==> config.mk <==
export PLATFORM = sky130hd
export DESIGN_NAME = coap_message_parser_unit
export DESIGN_NICKNAME = d
export VERILOG_FILES = /design/src/hw/rtl/coapmp_pkg.sv /design/src/hw/rtl/coap_message_parser_unit.sv
export SDC_FILE = /design/constraint.sdc
export NUM_CORES = 1
export LEC_CHECK = 0
export ABC_AREA = 1
export BUFFER_PORTS_ARGS = -buffer_cell sky130_fd_sc_hd__buf_2
export CORE_MARGIN = 2
export CORE_UTILIZATION = 55
export CTS_CLUSTER_DIAMETER = 60
export CTS_CLUSTER_SIZE = 40
export DETAILED_ROUTE_END_ITERATION = 16
export PLACE_DENSITY = 0.74
export SETUP_SLACK_MARGIN = 0.4
export SYNTH_ARGS = -nofsm -noshare
export SYNTH_HDL_FRONTEND = slang
export SYNTH_SLANG_ARGS = --single-unit
==> constraint.sdc <==
create_clock -name clk -period 13.4 [get_ports clk]
set_clock_uncertainty 0.15 [all_clocks]
set_input_delay 4.02 -clock clk [delete_from_list [all_inputs] [get_ports clk]]
set_output_delay 4.02 -clock clk [all_outputs]
set_load 0.02 [all_outputs]
==> src/hw/rtl/coapmp_pkg.sv <==
// ----------------------------------------------------------------------------
// CoAP message parser package
// Transaction types, byte classes, status codes and fixed limits.
// ----------------------------------------------------------------------------
package coapmp_pkg;

  localparam int unsigned MaxTokenBytes = 8;

  typedef struct packed {
    logic [7:0] data_byte;
    logic       last_byte;
  } item_t;

  typedef struct packed {
    logic [2:0]  byte_class;
    logic [15:0] option_number;
    logic [16:0] option_length;
    logic [1:0]  msg_type;
    logic [7:0]  msg_code;
    logic [15:0] msg_id;
    logic [3:0]  token_length;
    logic [15:0] format_code;
    logic        format_code_valid;
    logic        message_done;
    logic [2:0]  status;
  } result_t;

  localparam logic [2:0] ClsHeader     = 3'd0;
  localparam logic [2:0] ClsToken      = 3'd1;
  localparam logic [2:0] ClsOptPartial = 3'd2;
  localparam logic [2:0] ClsOptDone    = 3'd3;
  localparam logic [2:0] ClsValue      = 3'd4;
  localparam logic [2:0] ClsMarker     = 3'd5;
  localparam logic [2:0] ClsPayload    = 3'd6;
  localparam logic [2:0] ClsDiscard    = 3'd7;

  localparam logic [2:0] StOk         = 3'd0;
  localparam logic [2:0] StBadVersion = 3'd1;
  localparam logic [2:0] StTokenLong  = 3'd2;
  localparam logic [2:0] StReserved   = 3'd3;
  localparam logic [2:0] StTruncated  = 3'd4;

  localparam logic [3:0]  NibbleExt1     = 4'd13;
  localparam logic [3:0]  NibbleExt2     = 4'd14;
  localparam logic [3:0]  NibbleReserved = 4'd15;
  localparam logic [7:0]  PayloadMarker  = 8'hFF;
  localparam logic [15:0] Ext1Offset     = 16'd13;
  localparam logic [16:0] Ext2Offset     = 17'd269;
  localparam logic [15:0] ContentFormatOpt = 16'd12;

endpackage

==> src/hw/rtl/coap_message_parser_unit.sv <==
// ----------------------------------------------------------------------------
// CoAP message parser unit
// Streaming RFC 7252 header, token and option decoder, one byte per transaction.
// ----------------------------------------------------------------------------
// An accepted byte waits in the input register, and its result is written to
// the output register once the output can advance. Throughput: one byte per
// cycle unless the output stalls; the phase update between them is combinational.
// Reset: synchronous; empties both registers and returns the parser to header
// byte zero with all header, option and format state cleared.
module coap_message_parser_unit (
  input  logic                clk,
  input  logic                rst,
  input  logic                item_valid,
  output logic                item_ready,
  input  coapmp_pkg::item_t   item,
  output logic                result_valid,
  input  logic                result_ready,
  output coapmp_pkg::result_t result
);

  typedef enum logic [14:0] {
    PH_H0      = 15'h0001,
    PH_H1      = 15'h0002,
    PH_H2      = 15'h0004,
    PH_H3      = 15'h0008,
    PH_TOKEN   = 15'h0010,
    PH_OPT     = 15'h0020,
    PH_DEXT1   = 15'h0040,
    PH_DEXT_HI = 15'h0080,
    PH_DEXT_LO = 15'h0100,
    PH_LEXT1   = 15'h0200,
    PH_LEXT_HI = 15'h0400,
    PH_LEXT_LO = 15'h0800,
    PH_VALUE   = 15'h1000,
    PH_PAYLOAD = 15'h2000,
    PH_DISCARD = 15'h4000
  } phase_t;

  coapmp_pkg::item_t item_q;
  logic              item_q_valid;
  logic              advance;
  logic              fire;

  phase_t      phase, phase_next;
  logic [3:0]  token_remaining, token_remaining_next;
  logic [15:0] option_number_acc, option_number_acc_next;
  logic [15:0] option_delta_acc, option_delta_acc_next;
  logic [16:0] option_length_acc, option_length_acc_next;
  logic [16:0] value_remaining, value_remaining_next;
  logic [7:0]  ext_high_byte, ext_high_byte_next;
  logic [1:0]  header_type, header_type_next;
  logic [7:0]  header_code, header_code_next;
  logic [15:0] header_id, header_id_next;
  logic [3:0]  kept_token_length, kept_token_length_next;
  logic [15:0] format_value, format_value_next;
  logic        format_valid, format_valid_next;
  logic [2:0]  error_code, error_code_next;

  coapmp_pkg::result_t result_next;

  assign advance    = !result_valid || result_ready;
  assign fire       = item_q_valid && advance;
  assign item_ready = !item_q_valid || advance;

  always_comb begin
    logic [7:0] b;
    logic [3:0] dn;
    logic [3:0] ln;
    logic       do_after_delta;
    logic       do_finish;
    logic [2:0] cls;
    logic [2:0] st;

    b  = item_q.data_byte;
    dn = b[7:4];
    ln = b[3:0];
    do_after_delta = 1'b0;
    do_finish      = 1'b0;
    cls            = coapmp_pkg::ClsDiscard;
    st             = coapmp_pkg::StOk;

    phase_next             = phase;
    token_remaining_next   = token_remaining;
    option_number_acc_next = option_number_acc;
    option_delta_acc_next  = option_delta_acc;
    option_length_acc_next = option_length_acc;
    value_remaining_next   = value_remaining;
    ext_high_byte_next     = ext_high_byte;
    header_type_next       = header_type;
    header_code_next       = header_code;
    header_id_next         = header_id;
    kept_token_length_next = kept_token_length;
    format_value_next      = format_value;
    format_valid_next      = format_valid;
    error_code_next        = error_code;

    unique case (phase)
      PH_H0: begin
        if (b[7:6] != 2'd1) begin
          error_code_next = coapmp_pkg::StBadVersion;
          phase_next      = PH_DISCARD;
        end else begin
          header_type_next = b[5:4];
          if (ln > 4'd8) begin
            error_code_next = coapmp_pkg::StTokenLong;
            phase_next      = PH_DISCARD;
          end else begin
            token_remaining_next   = ln;
            kept_token_length_next = (ln <= 4'(coapmp_pkg::MaxTokenBytes)) ?
                                     ln : 4'(coapmp_pkg::MaxTokenBytes);
            phase_next = PH_H1;
            cls        = coapmp_pkg::ClsHeader;
          end
        end
      end
      PH_H1: begin
        header_code_next = b;
        phase_next       = PH_H2;
        cls              = coapmp_pkg::ClsHeader;
      end
      PH_H2: begin
        header_id_next = {b, 8'd0};
        phase_next     = PH_H3;
        cls            = coapmp_pkg::ClsHeader;
      end
      PH_H3: begin
        header_id_next = {header_id[15:8], b};
        phase_next     = (token_remaining != 4'd0) ? PH_TOKEN : PH_OPT;
        cls            = coapmp_pkg::ClsHeader;
      end
      PH_TOKEN: begin
        token_remaining_next = token_remaining - 4'd1;
        if (token_remaining_next == 4'd0) begin
          phase_next = PH_OPT;
        end
        cls = coapmp_pkg::ClsToken;
      end
      PH_OPT: begin
        if (b == coapmp_pkg::PayloadMarker) begin
          phase_next = PH_PAYLOAD;
          cls        = coapmp_pkg::ClsMarker;
        end else if (dn == coapmp_pkg::NibbleReserved ||
                     ln == coapmp_pkg::NibbleReserved) begin
          error_code_next = coapmp_pkg::StReserved;
          phase_next      = PH_DISCARD;
        end else begin
          option_length_acc_next = {13'd0, ln};
          if (dn == coapmp_pkg::NibbleExt1) begin
            phase_next = PH_DEXT1;
            cls        = coapmp_pkg::ClsOptPartial;
          end else if (dn == coapmp_pkg::NibbleExt2) begin
            phase_next = PH_DEXT_HI;
            cls        = coapmp_pkg::ClsOptPartial;
          end else begin
            option_delta_acc_next = {12'd0, dn};
            do_after_delta        = 1'b1;
          end
        end
      end
      PH_DEXT1: begin
        option_delta_acc_next = {8'd0, b} + coapmp_pkg::Ext1Offset;
        do_after_delta        = 1'b1;
      end
      PH_DEXT_HI: begin
        ext_high_byte_next = b;
        phase_next         = PH_DEXT_LO;
        cls                = coapmp_pkg::ClsOptPartial;
      end
      PH_DEXT_LO: begin
        option_delta_acc_next = {ext_high_byte, b} + coapmp_pkg::Ext2Offset[15:0];
        do_after_delta        = 1'b1;
      end
      PH_LEXT1: begin
        option_length_acc_next = {9'd0, b} + 17'(coapmp_pkg::Ext1Offset);
        do_finish              = 1'b1;
      end
      PH_LEXT_HI: begin
        ext_high_byte_next = b;
        phase_next         = PH_LEXT_LO;
        cls                = coapmp_pkg::ClsOptPartial;
      end
      PH_LEXT_LO: begin
        option_length_acc_next = {1'b0, ext_high_byte, b} + coapmp_pkg::Ext2Offset;
        do_finish              = 1'b1;
      end
      PH_VALUE: begin
        if (option_number_acc == coapmp_pkg::ContentFormatOpt) begin
          if (option_length_acc == 17'd1) begin
            format_value_next = {8'd0, b};
            format_valid_next = 1'b1;
          end else if (option_length_acc == 17'd2) begin
            if (value_remaining == 17'd2) begin
              ext_high_byte_next = b;
            end else begin
              format_value_next = {ext_high_byte, b};
              format_valid_next = 1'b1;
            end
          end
        end
        if (value_remaining != 17'd0) begin
          value_remaining_next = value_remaining - 17'd1;
        end
        if (value_remaining_next == 17'd0) begin
          phase_next = PH_OPT;
        end
        cls = coapmp_pkg::ClsValue;
      end
      PH_PAYLOAD: begin
        cls = coapmp_pkg::ClsPayload;
      end
      PH_DISCARD: begin
        cls = coapmp_pkg::ClsDiscard;
      end
      default: begin
        phase_next = PH_DISCARD;
        cls        = coapmp_pkg::ClsDiscard;
      end
    endcase

    if (do_after_delta) begin
      priority if (option_length_acc_next == 17'(coapmp_pkg::NibbleExt1)) begin
        phase_next = PH_LEXT1;
        cls        = coapmp_pkg::ClsOptPartial;
      end else if (option_length_acc_next == 17'(coapmp_pkg::NibbleExt2)) begin
        phase_next = PH_LEXT_HI;
        cls        = coapmp_pkg::ClsOptPartial;
      end else begin
        do_finish = 1'b1;
      end
    end

    if (do_finish) begin
      option_number_acc_next = option_number_acc + option_delta_acc_next;
      value_remaining_next   = option_length_acc_next;
      if (option_number_acc_next == coapmp_pkg::ContentFormatOpt &&
          option_length_acc_next == 17'd0) begin
        format_value_next = 16'd0;
        format_valid_next = 1'b1;
      end
      phase_next = (option_length_acc_next != 17'd0) ? PH_VALUE : PH_OPT;
      cls        = coapmp_pkg::ClsOptDone;
    end

    if (item_q.last_byte) begin
      if (error_code_next != coapmp_pkg::StOk) begin
        st = error_code_next;
      end else if (phase_next != PH_OPT && phase_next != PH_PAYLOAD) begin
        st = coapmp_pkg::StTruncated;
      end
    end

    result_next.byte_class    = cls;
    result_next.option_number = 16'd0;
    result_next.option_length = 17'd0;
    if (cls == coapmp_pkg::ClsOptPartial) begin
      result_next.option_number = option_number_acc_next;
    end else if (cls == coapmp_pkg::ClsOptDone || cls == coapmp_pkg::ClsValue) begin
      result_next.option_number = option_number_acc_next;
      result_next.option_length = option_length_acc_next;
    end
    result_next.msg_type          = header_type_next;
    result_next.msg_code          = header_code_next;
    result_next.msg_id            = header_id_next;
    result_next.token_length      = kept_token_length_next;
    result_next.format_code       = format_value_next;
    result_next.format_code_valid = format_valid_next;
    result_next.message_done      = item_q.last_byte;
    result_next.status            = st;
  end

  always_ff @(posedge clk) begin
    if (rst) begin
      item_q_valid <= 1'b0;
    end else if (item_ready) begin
      item_q_valid <= item_valid;
    end
  end

  always_ff @(posedge clk) begin
    if (item_ready && item_valid) begin
      item_q <= item;
    end
  end

  always_ff @(posedge clk) begin
    if (rst) begin
      result_valid <= 1'b0;
    end else if (advance) begin
      result_valid <= item_q_valid;
    end
  end

  always_ff @(posedge clk) begin
    if (fire) begin
      result <= result_next;
    end
  end

  always_ff @(posedge clk) begin
    if (rst || (fire && item_q.last_byte)) begin
      phase             <= PH_H0;
      token_remaining   <= '0;
      option_number_acc <= '0;
      option_delta_acc  <= '0;
      option_length_acc <= '0;
      value_remaining   <= '0;
      ext_high_byte     <= '0;
      header_type       <= '0;
      header_code       <= '0;
      header_id         <= '0;
      kept_token_length <= '0;
      format_value      <= '0;
      format_valid      <= 1'b0;
      error_code        <= coapmp_pkg::StOk;
    end else if (fire) begin
      phase             <= phase_next;
      token_remaining   <= token_remaining_next;
      option_number_acc <= option_number_acc_next;
      option_delta_acc  <= option_delta_acc_next;
      option_length_acc <= option_length_acc_next;
      value_remaining   <= value_remaining_next;
      ext_high_byte     <= ext_high_byte_next;
      header_type       <= header_type_next;
      header_code       <= header_code_next;
      header_id         <= header_id_next;
      kept_token_length <= kept_token_length_next;
      format_value      <= format_value_next;
      format_valid      <= format_valid_next;
      error_code        <= error_code_next;
    end
  end

endmodule

==> flow_summary.ini, run 1 <==
[flow_run]
cap_violations = 0

[synthesis]
synth_cell_types = 51
synth_edf_count = 96
ys_seq_area_share_pct = 43.5
syn_nets = 1870
ys_warn_count = 0
async_flop_share_pct = 0
ys.flop_type = dfxtp_1
avgSynthCellArea_um2 = 7.24
syn_area_um2 = 13300
syn_inst = 1834
ys_seq_elements = 241

[floorplanning]
die_x_um = 159
row_count = 56
core_um2 = 23600
die-area_um2 = 25400
initial_core_util_pct = 56.3
ioPinCount = 102
fp.dieH_um = 159

[power]
peakVddDrop_mv = 0.0957
leakagePower_nw = 6.90
p_total_mw = 1.72
p_per_area_nw_per_um2 = 118

[cells_and_area]
diodes = 0
multiInputGateArea_um2 = 6150
final_cell_mix = nand2_1, inv_1, nor2_1
area_growth_pct = 9.91
seqCellArea_um2 = 5790
layout_commonest_cell = nand2_1
nNetsFinal = 1929
drive_gt1_share_pct = 10.3
fill_cells = 2151
fin_cells = 2224

[global_route]
grt.total_usage_pct = 26.8
grt_first_pass_wirelength_mm = 56.2
antenna_found_initial = 0
gr-total-overflow = 0
grt_max_degree = 104
grt_pass1_vias = 11064

[sta]
clock.fmax_mhz = 115
period_share_pct = 64.6
finalSetupTns_ns = 0
relSlewSlack_pct = 29.3
worst_pin_slew_ns = 1.06
post-route-min-period_ns = 8.66
fin_ws_ns = 4.74
maxSlewViolCount = 0
grt_setup_unrepaired = false
finalHoldViolCount = 0
setup_viol = 0

[critical_path]
critPathRequiredTime_ns = 9.23
cp-endpoint = item_ready
arrival_ns = 4.49
worstPathMaxFanout = 3
r2r_start = item_q[1]$_DFFE_PP_
crit_path_cell_trace = buf_2 -> inv_1 -> nand3_1 -> buf_2
worst_path_most_repeated_cell = buf_2
r2r-end = result[13]$_DFFE_PP_
cp-startpoint = result_ready
end_kind = primary output
r2r_slack_ns = 8.01
rr_worst_depth = 21
start_kind = input port
slowest_delay_ns = 0.19
slowest_stage = buf_2
critical_path_class = in -> out

[clock_network]
cts_made_buffers = 19
clk_pin_slew_ns = 0.09
tritoncts = built
clock_latency_ns = 0.52
clkSinkCount = 241
htree_num_levels = 1
cts_setup_buffers = 0
root_buffer = clkbuf_16
post_cts_resized = 0
cts_hold_buf = 0
max-clock-path-buffers = 3

[min_path]
hold_class = reg -> reg
hp-start = error_code[2]$_SDFFE_PP0P_

[place]
dp_worst_setup_slack_ns = 4.72
hpwlAfterDp_mm = 24.7
io_buffer_count = 101
dpl.cell_count = 2191
globalplace.congestion = 0.985

[routing]
viasPerCell = 5.47
drtIter0Drc = 872
drt_wl_total_mm = 34.7
firstDrtPassIters = 5
antenna_left = 0
drc = 0
post_drt_wl_per_cell_um = 15.6
vias = 12165

[status]
status = complete, no violations
[synthesized netlist by cell type, drive strengths merged, types with 2 or more instances]
library cell | n | share of area, %
o211ai | 12 | 0.68
dfxtp | 145 | 22
xor2 | 20 | 1.3
nor3 | 24 | 0.90
nand3 | 107 | 4.2
buf | 25 | 1.1
a21o | 2 | 0.11
nand3b | 4 | 0.23
a31oi | 4 | 0.19
ha | 22 | 2.1
o21bai | 3 | 0.17
nand2 | 381 | 11
or2 | 6 | 0.28
a211oi | 8 | 0.45
edfxtp | 96 | 22
xnor2 | 2 | 0.13
o21ai | 201 | 7.7
o221ai | 4 | 0.26
nand4 | 20 | 1.1
a21oi | 158 | 6.0
nor4 | 7 | 0.33
inv | 277 | 7.8
o21a | 2 | 0.11
clkbuf | 43 | 1.2
and2 | 3 | 0.14
nor2 | 240 | 7.5
o22ai | 10 | 0.47
[state kept, by name, summed over array words and instances (netlist names)]
name               cells
option_length_acc     17
error_code             3
item_q_valid           1
format_value          16
item_q                 9
result                87
option_delta_acc      16
header_id             16
option_number_acc     16
kept_token_length      4
header_type            2
token_remaining        4
phase                 15
header_code            8
format_valid           1
result_valid           1
value_remaining       17
ext_high_byte          8
[routing by layer]
metal,wire length (um),global-route usage [%],up-vias
li1,-,-,6115
met3,2350,3.54,74
met5,0,0,-
met4,1100,8.60,0
met1,15500,36.6,5567
met2,15800,44.2,409
[area by class of cell]
type	instances	share of cell area, %
clock buffer	20	3.28
clock inverter	13	1.31
inverter	278	7.18
multi-input combinational	1247	42.2
sequential	241	39.6
tap	319	2.73
timing repair buffer	106	3.72
[how the worst min path moves through the flow]
stage,end,depth (start not counted)
2_1_floorplan,error_code[2]$_SDFFE_PP0P_,2
3_3_place_gp,error_code[2]$_SDFFE_PP0P_,2
3_5_place_dp,error_code[2]$_SDFFE_PP0P_,2
4_1_cts,error_code[2]$_SDFFE_PP0P_,2
5_1_grt,error_code[2]$_SDFFE_PP0P_,2
6_report,error_code[2]$_SDFFE_PP0P_,2
[stage by stage]
step	instance area (um2)	utilization, %	hold slack [ns]
final	14600	61.8	0.306
after floorplan	13300	-	0.273
after CTS	14600	61.8	0.311
after global placement	13900	59.0	0.286
after global routing	14600	61.8	0.344
after detailed placement	13900	59.0	0.297
[logic make-up (layout without fill, tap and decap cells)]
family / after synthesis / count (layout) / share of synthesized area, %
buffers and inverters: 346 / 417 / 10.2
adder cells (fa/ha/maj): 23 / 23 / 2.22
XOR/XNOR: 22 / 22 / 1.45
AND/OR/NAND/NOR: 795 / 795 / 26.3
AO/OA/AOI/OAI: 407 / 407 / 16.3
flip-flops: 241 / 241 / 43.5
[critical path: cells and delay by family]
family / cells / cell delay [ns]
simple gates: 1 / 0.12
buf+inv: 3 / 0.35
[power breakdown]
group | switching, mW | internal (mW) | leakage [nW]
Combinational | 0.200 | 0.0821 | 4.49
Clock | 0.310 | 0.303 | 0.326
Sequential | 0.0233 | 0.804 | 2.09
Note: power is estimated with default switching activity, not from simulation.
==> run 2, diff against run 1 <==
--- a/config.mk
+++ b/config.mk
@@ -5,14 +5,14 @@
 export SDC_FILE = /design/constraint.sdc
 export NUM_CORES = 1
 export LEC_CHECK = 0
-export ABC_AREA = 1
+export ABC_AREA = 0
 export BUFFER_PORTS_ARGS = -buffer_cell sky130_fd_sc_hd__buf_2
 export CORE_MARGIN = 2
-export CORE_UTILIZATION = 55
+export CORE_UTILIZATION = 54
 export CTS_CLUSTER_DIAMETER = 60
 export CTS_CLUSTER_SIZE = 40
 export DETAILED_ROUTE_END_ITERATION = 16
-export PLACE_DENSITY = 0.74
+export PLACE_DENSITY = 0.76
 export SETUP_SLACK_MARGIN = 0.4
 export SYNTH_ARGS = -nofsm -noshare
 export SYNTH_HDL_FRONTEND = slang
==> constraint.sdc (replaced) <==
create_clock -name clk -period 7.3 [get_ports clk]
set_clock_uncertainty 0.15 [all_clocks]
set_input_delay 2.19 -clock clk [delete_from_list [all_inputs] [get_ports clk]]
set_output_delay 2.19 -clock clk [all_outputs]
set_load 0.02 [all_outputs]
==> run 2 against run 1 <==
Net effect: power increased by 67%; die area decreased by 5.9%; register-to-register slack got worse by 7.1 ns; sequential power increased by 80%; area after synthesis decreased by 7.7%; clock-buffer cell count unchanged; sequential cell count unchanged; clock power increased by 73%; combinational power increased by 15%; synthesized cell count decreased by 26%; setup slack got worse by 3.8 ns; largest cell class unchanged.
==> flow_summary.ini, run 2 <==
[cells_and_area]
area_growth_pct = 10.2
reg_top3 = result x87, option_length_acc x17, value_remaining x17
final_cell_mix = nor2_1, dfxtp_1, buf_2
diodes = 0
top_register = result
fin_cells = 1705
layout_commonest_cell = nor2_1
fin_util_pct = 60.2
nNetsFinal = 1444
largest_register_ffs = 87
drive_gt1_share_pct = 13.5

[clock_network]
cts_hold_buf = 0
post_cts_resized = 0
clk_pin_slew_ns = 0.09
max-clock-path-buffers = 3
root_buffer = clkbuf_16
cts_setup_buffers = 0
clkSinkCount = 241
tritoncts = built
htree_num_levels = 1
cts_made_buffers = 18
clock_latency_ns = 0.52

[routing]
post_drt_wl_per_cell_um = 19.5
viasPerCell = 6.14
vias = 10468
drc = 0
firstDrtPassIters = 6
drtIter0Drc = 1330
drt_wl_total_mm = 33.2
antenna_left = 0

[synthesis]
synth_top_area_share_pct = 23.7
avgSynthCellArea_um2 = 9.01
ys_seq_area_share_pct = 47.2
synth_cell_types = 73
synth.area.top_cells = dfxtp_1, edfxtp_1, nor2_1, a21oi_1, mux2i_1
synth.cells.most_frequent = nor2_1, dfxtp_1, edfxtp_1
ys.flop_type = dfxtp_1
async_flop_share_pct = 0
ys_seq_elements = 241
synth_edf_count = 96
synth_top_area_cell = dfxtp_1
syn_nets = 1397
syn_area_um2 = 12300
syn_inst = 1361
synth_most_common_cell = nor2_1
ys_warn_count = 0

[critical_path]
worst_path_most_repeated_cell = a21o_1
critPathRequiredTime_ns = 7.56
crit_path_cell_trace = nor4b_1 -> and4_1 -> nand2_1 -> a21oi_1 -> o21ai_0 -> a31oi_1 -> ha_1 -> a21o_1 -> a21o_1 -> a2111oi_0 -> o21ba_2 -> xnor2_1 -> or4_1 -> or3_1 -> or4_4 -> nor4b_4 -> buf_4 -> o32ai_2 -> a22o_1
end_kind = flip-flop
start_kind = flip-flop
slowest_stage = a2111oi_0
arrival_ns = 6.61
slowest_delay_ns = 0.71
rr_worst_depth = 19
worstPathMaxFanout = 16
r2r_slack_ns = 0.95
critical_path_class = reg -> reg

[power]
p_comb_share_pct = 11.3
switching_share_pct = 27.1
p_clk_share_pct = 36.9
p_int_mw = 2.09
p_per_area_nw_per_um2 = 212
p_switching_mw = 0.778
peakVddDrop_mv = 0.153
power_frac_seq_pct = 51.8
p_total_mw = 2.87
leakagePower_nw = 5.14

[floorplanning]
initial_core_util_pct = 54.6
core_um2 = 22400
ioPinCount = 102
fp.dieH_um = 155
row_count = 55
die_x_um = 155
die-area_um2 = 23900

[place]
dpl.cell_count = 1673
dp_worst_setup_slack_ns = 1.06
globalplace.congestion = 0.933
io_buffer_count = 101
hpwlAfterDp_mm = 23.2

[sta]
finalSetupTns_ns = 0
worst_pin_slew_ns = 1.14
setup_viol = 0
post-route-min-period_ns = 6.35
relSlewSlack_pct = 23.8
clock.fmax_mhz = 157
finalHoldViolCount = 0
maxSlewViolCount = 0
grt_setup_unrepaired = false
fin_ws_ns = 0.946
period_share_pct = 87.0

[global_route]
grt_pass1_vias = 9535
grt_first_pass_wirelength_mm = 52.6
grt.total_usage_pct = 27.2
antenna_found_initial = 1
grt_max_degree = 74
gr-total-overflow = 0

[flow_run]
cap_violations = 0

[status]
status = complete, no violations

[min_path]
hold_depth = 2
hold_class = reg -> reg
run 2: changes by cell type after synthesis, sizes merged, moves of 45 or more:
cell,delta
mux2i,+45
nand3,-61
a21oi,-65
o21ai,-121
inv,-260
nand2,-292
run 2: critical path, delay by kind of cell, from the launching register on:
| kind | cells | cell delay, ns |
|---|---|---|
| simple gates | 7 | 2.36 |
| xor+xnor | 1 | 0.09 |
| compound gates | 9 | 2.64 |
| buf+inv | 1 | 0.23 |
| fa+ha+maj | 1 | 0.30 |
| flops | 1 | 0.49 |
run 2: layer usage:
| metal | global-route usage [%] | vias up | part of all wire (%) |
|---|---|---|---|
| li1 | - | 5028 | - |
| met3 | 3.45 | 60 | 7.8 |
| met1 | 40.3 | 4921 | 44 |
| met2 | 42.0 | 457 | 45 |
| met5 | 0 | - | 0.057 |
| met4 | 7.63 | 2 | 2.4 |
run 2: cells by family after synthesis:
family | share of synthesized area, %
xor+xnor | 2.86
buf+inv | 3.50
simple gates | 24.1
fa+ha+maj | 2.41
mux | 5.05
flops | 47.2
compound gates | 14.9
run 2: through the flow:
step | instance area, um2 | hold WS (ns)
2_1_floorplan | 12300 | 0.262
3_3_place_gp | 12900 | 0.271
3_5_place_dp | 12900 | 0.276
4_1_cts | 13500 | 0.286
5_1_grt | 13500 | 0.310
6_report | 13500 | 0.286
run 2: worst paths after layout:
| kind | startpoint | end |
|---|---|---|
| worst min register to register | error_code[2]$_SDFFE_PP0P_ | error_code[2]$_SDFFE_PP0P_ |
| worst max-delay path | phase[10]$_SDFFE_PP0P_ | format_value[6]$_SDFFE_PP0P_ |
| worst min-delay path | error_code[2]$_SDFFE_PP0P_ | error_code[2]$_SDFFE_PP0P_ |
| worst max register to register | phase[10]$_SDFFE_PP0P_ | format_value[6]$_SDFFE_PP0P_ |
run 2: cell type report:
class / instances / area, um2
fill: 1949 / 8920
multi-input combinational: 1013 / 6060
sequential: 241 / 5790
timing repair buffer: 117 / 626
clock buffer: 20 / 479
tap: 285 / 357
clock inverter: 12 / 134
inverter: 17 / 68.8
run 2: power by group through the flow:
stage	clock network, mW	registers (mW)	logic, mW
2_1_floorplan	0	1.54	0.205
3_3_place_gp	0	1.51	0.317
3_5_place_dp	0	1.52	0.320
4_1_cts	1.07	1.49	0.322
5_1_grt	1.12	1.49	0.353
6_report	1.06	1.49	0.325
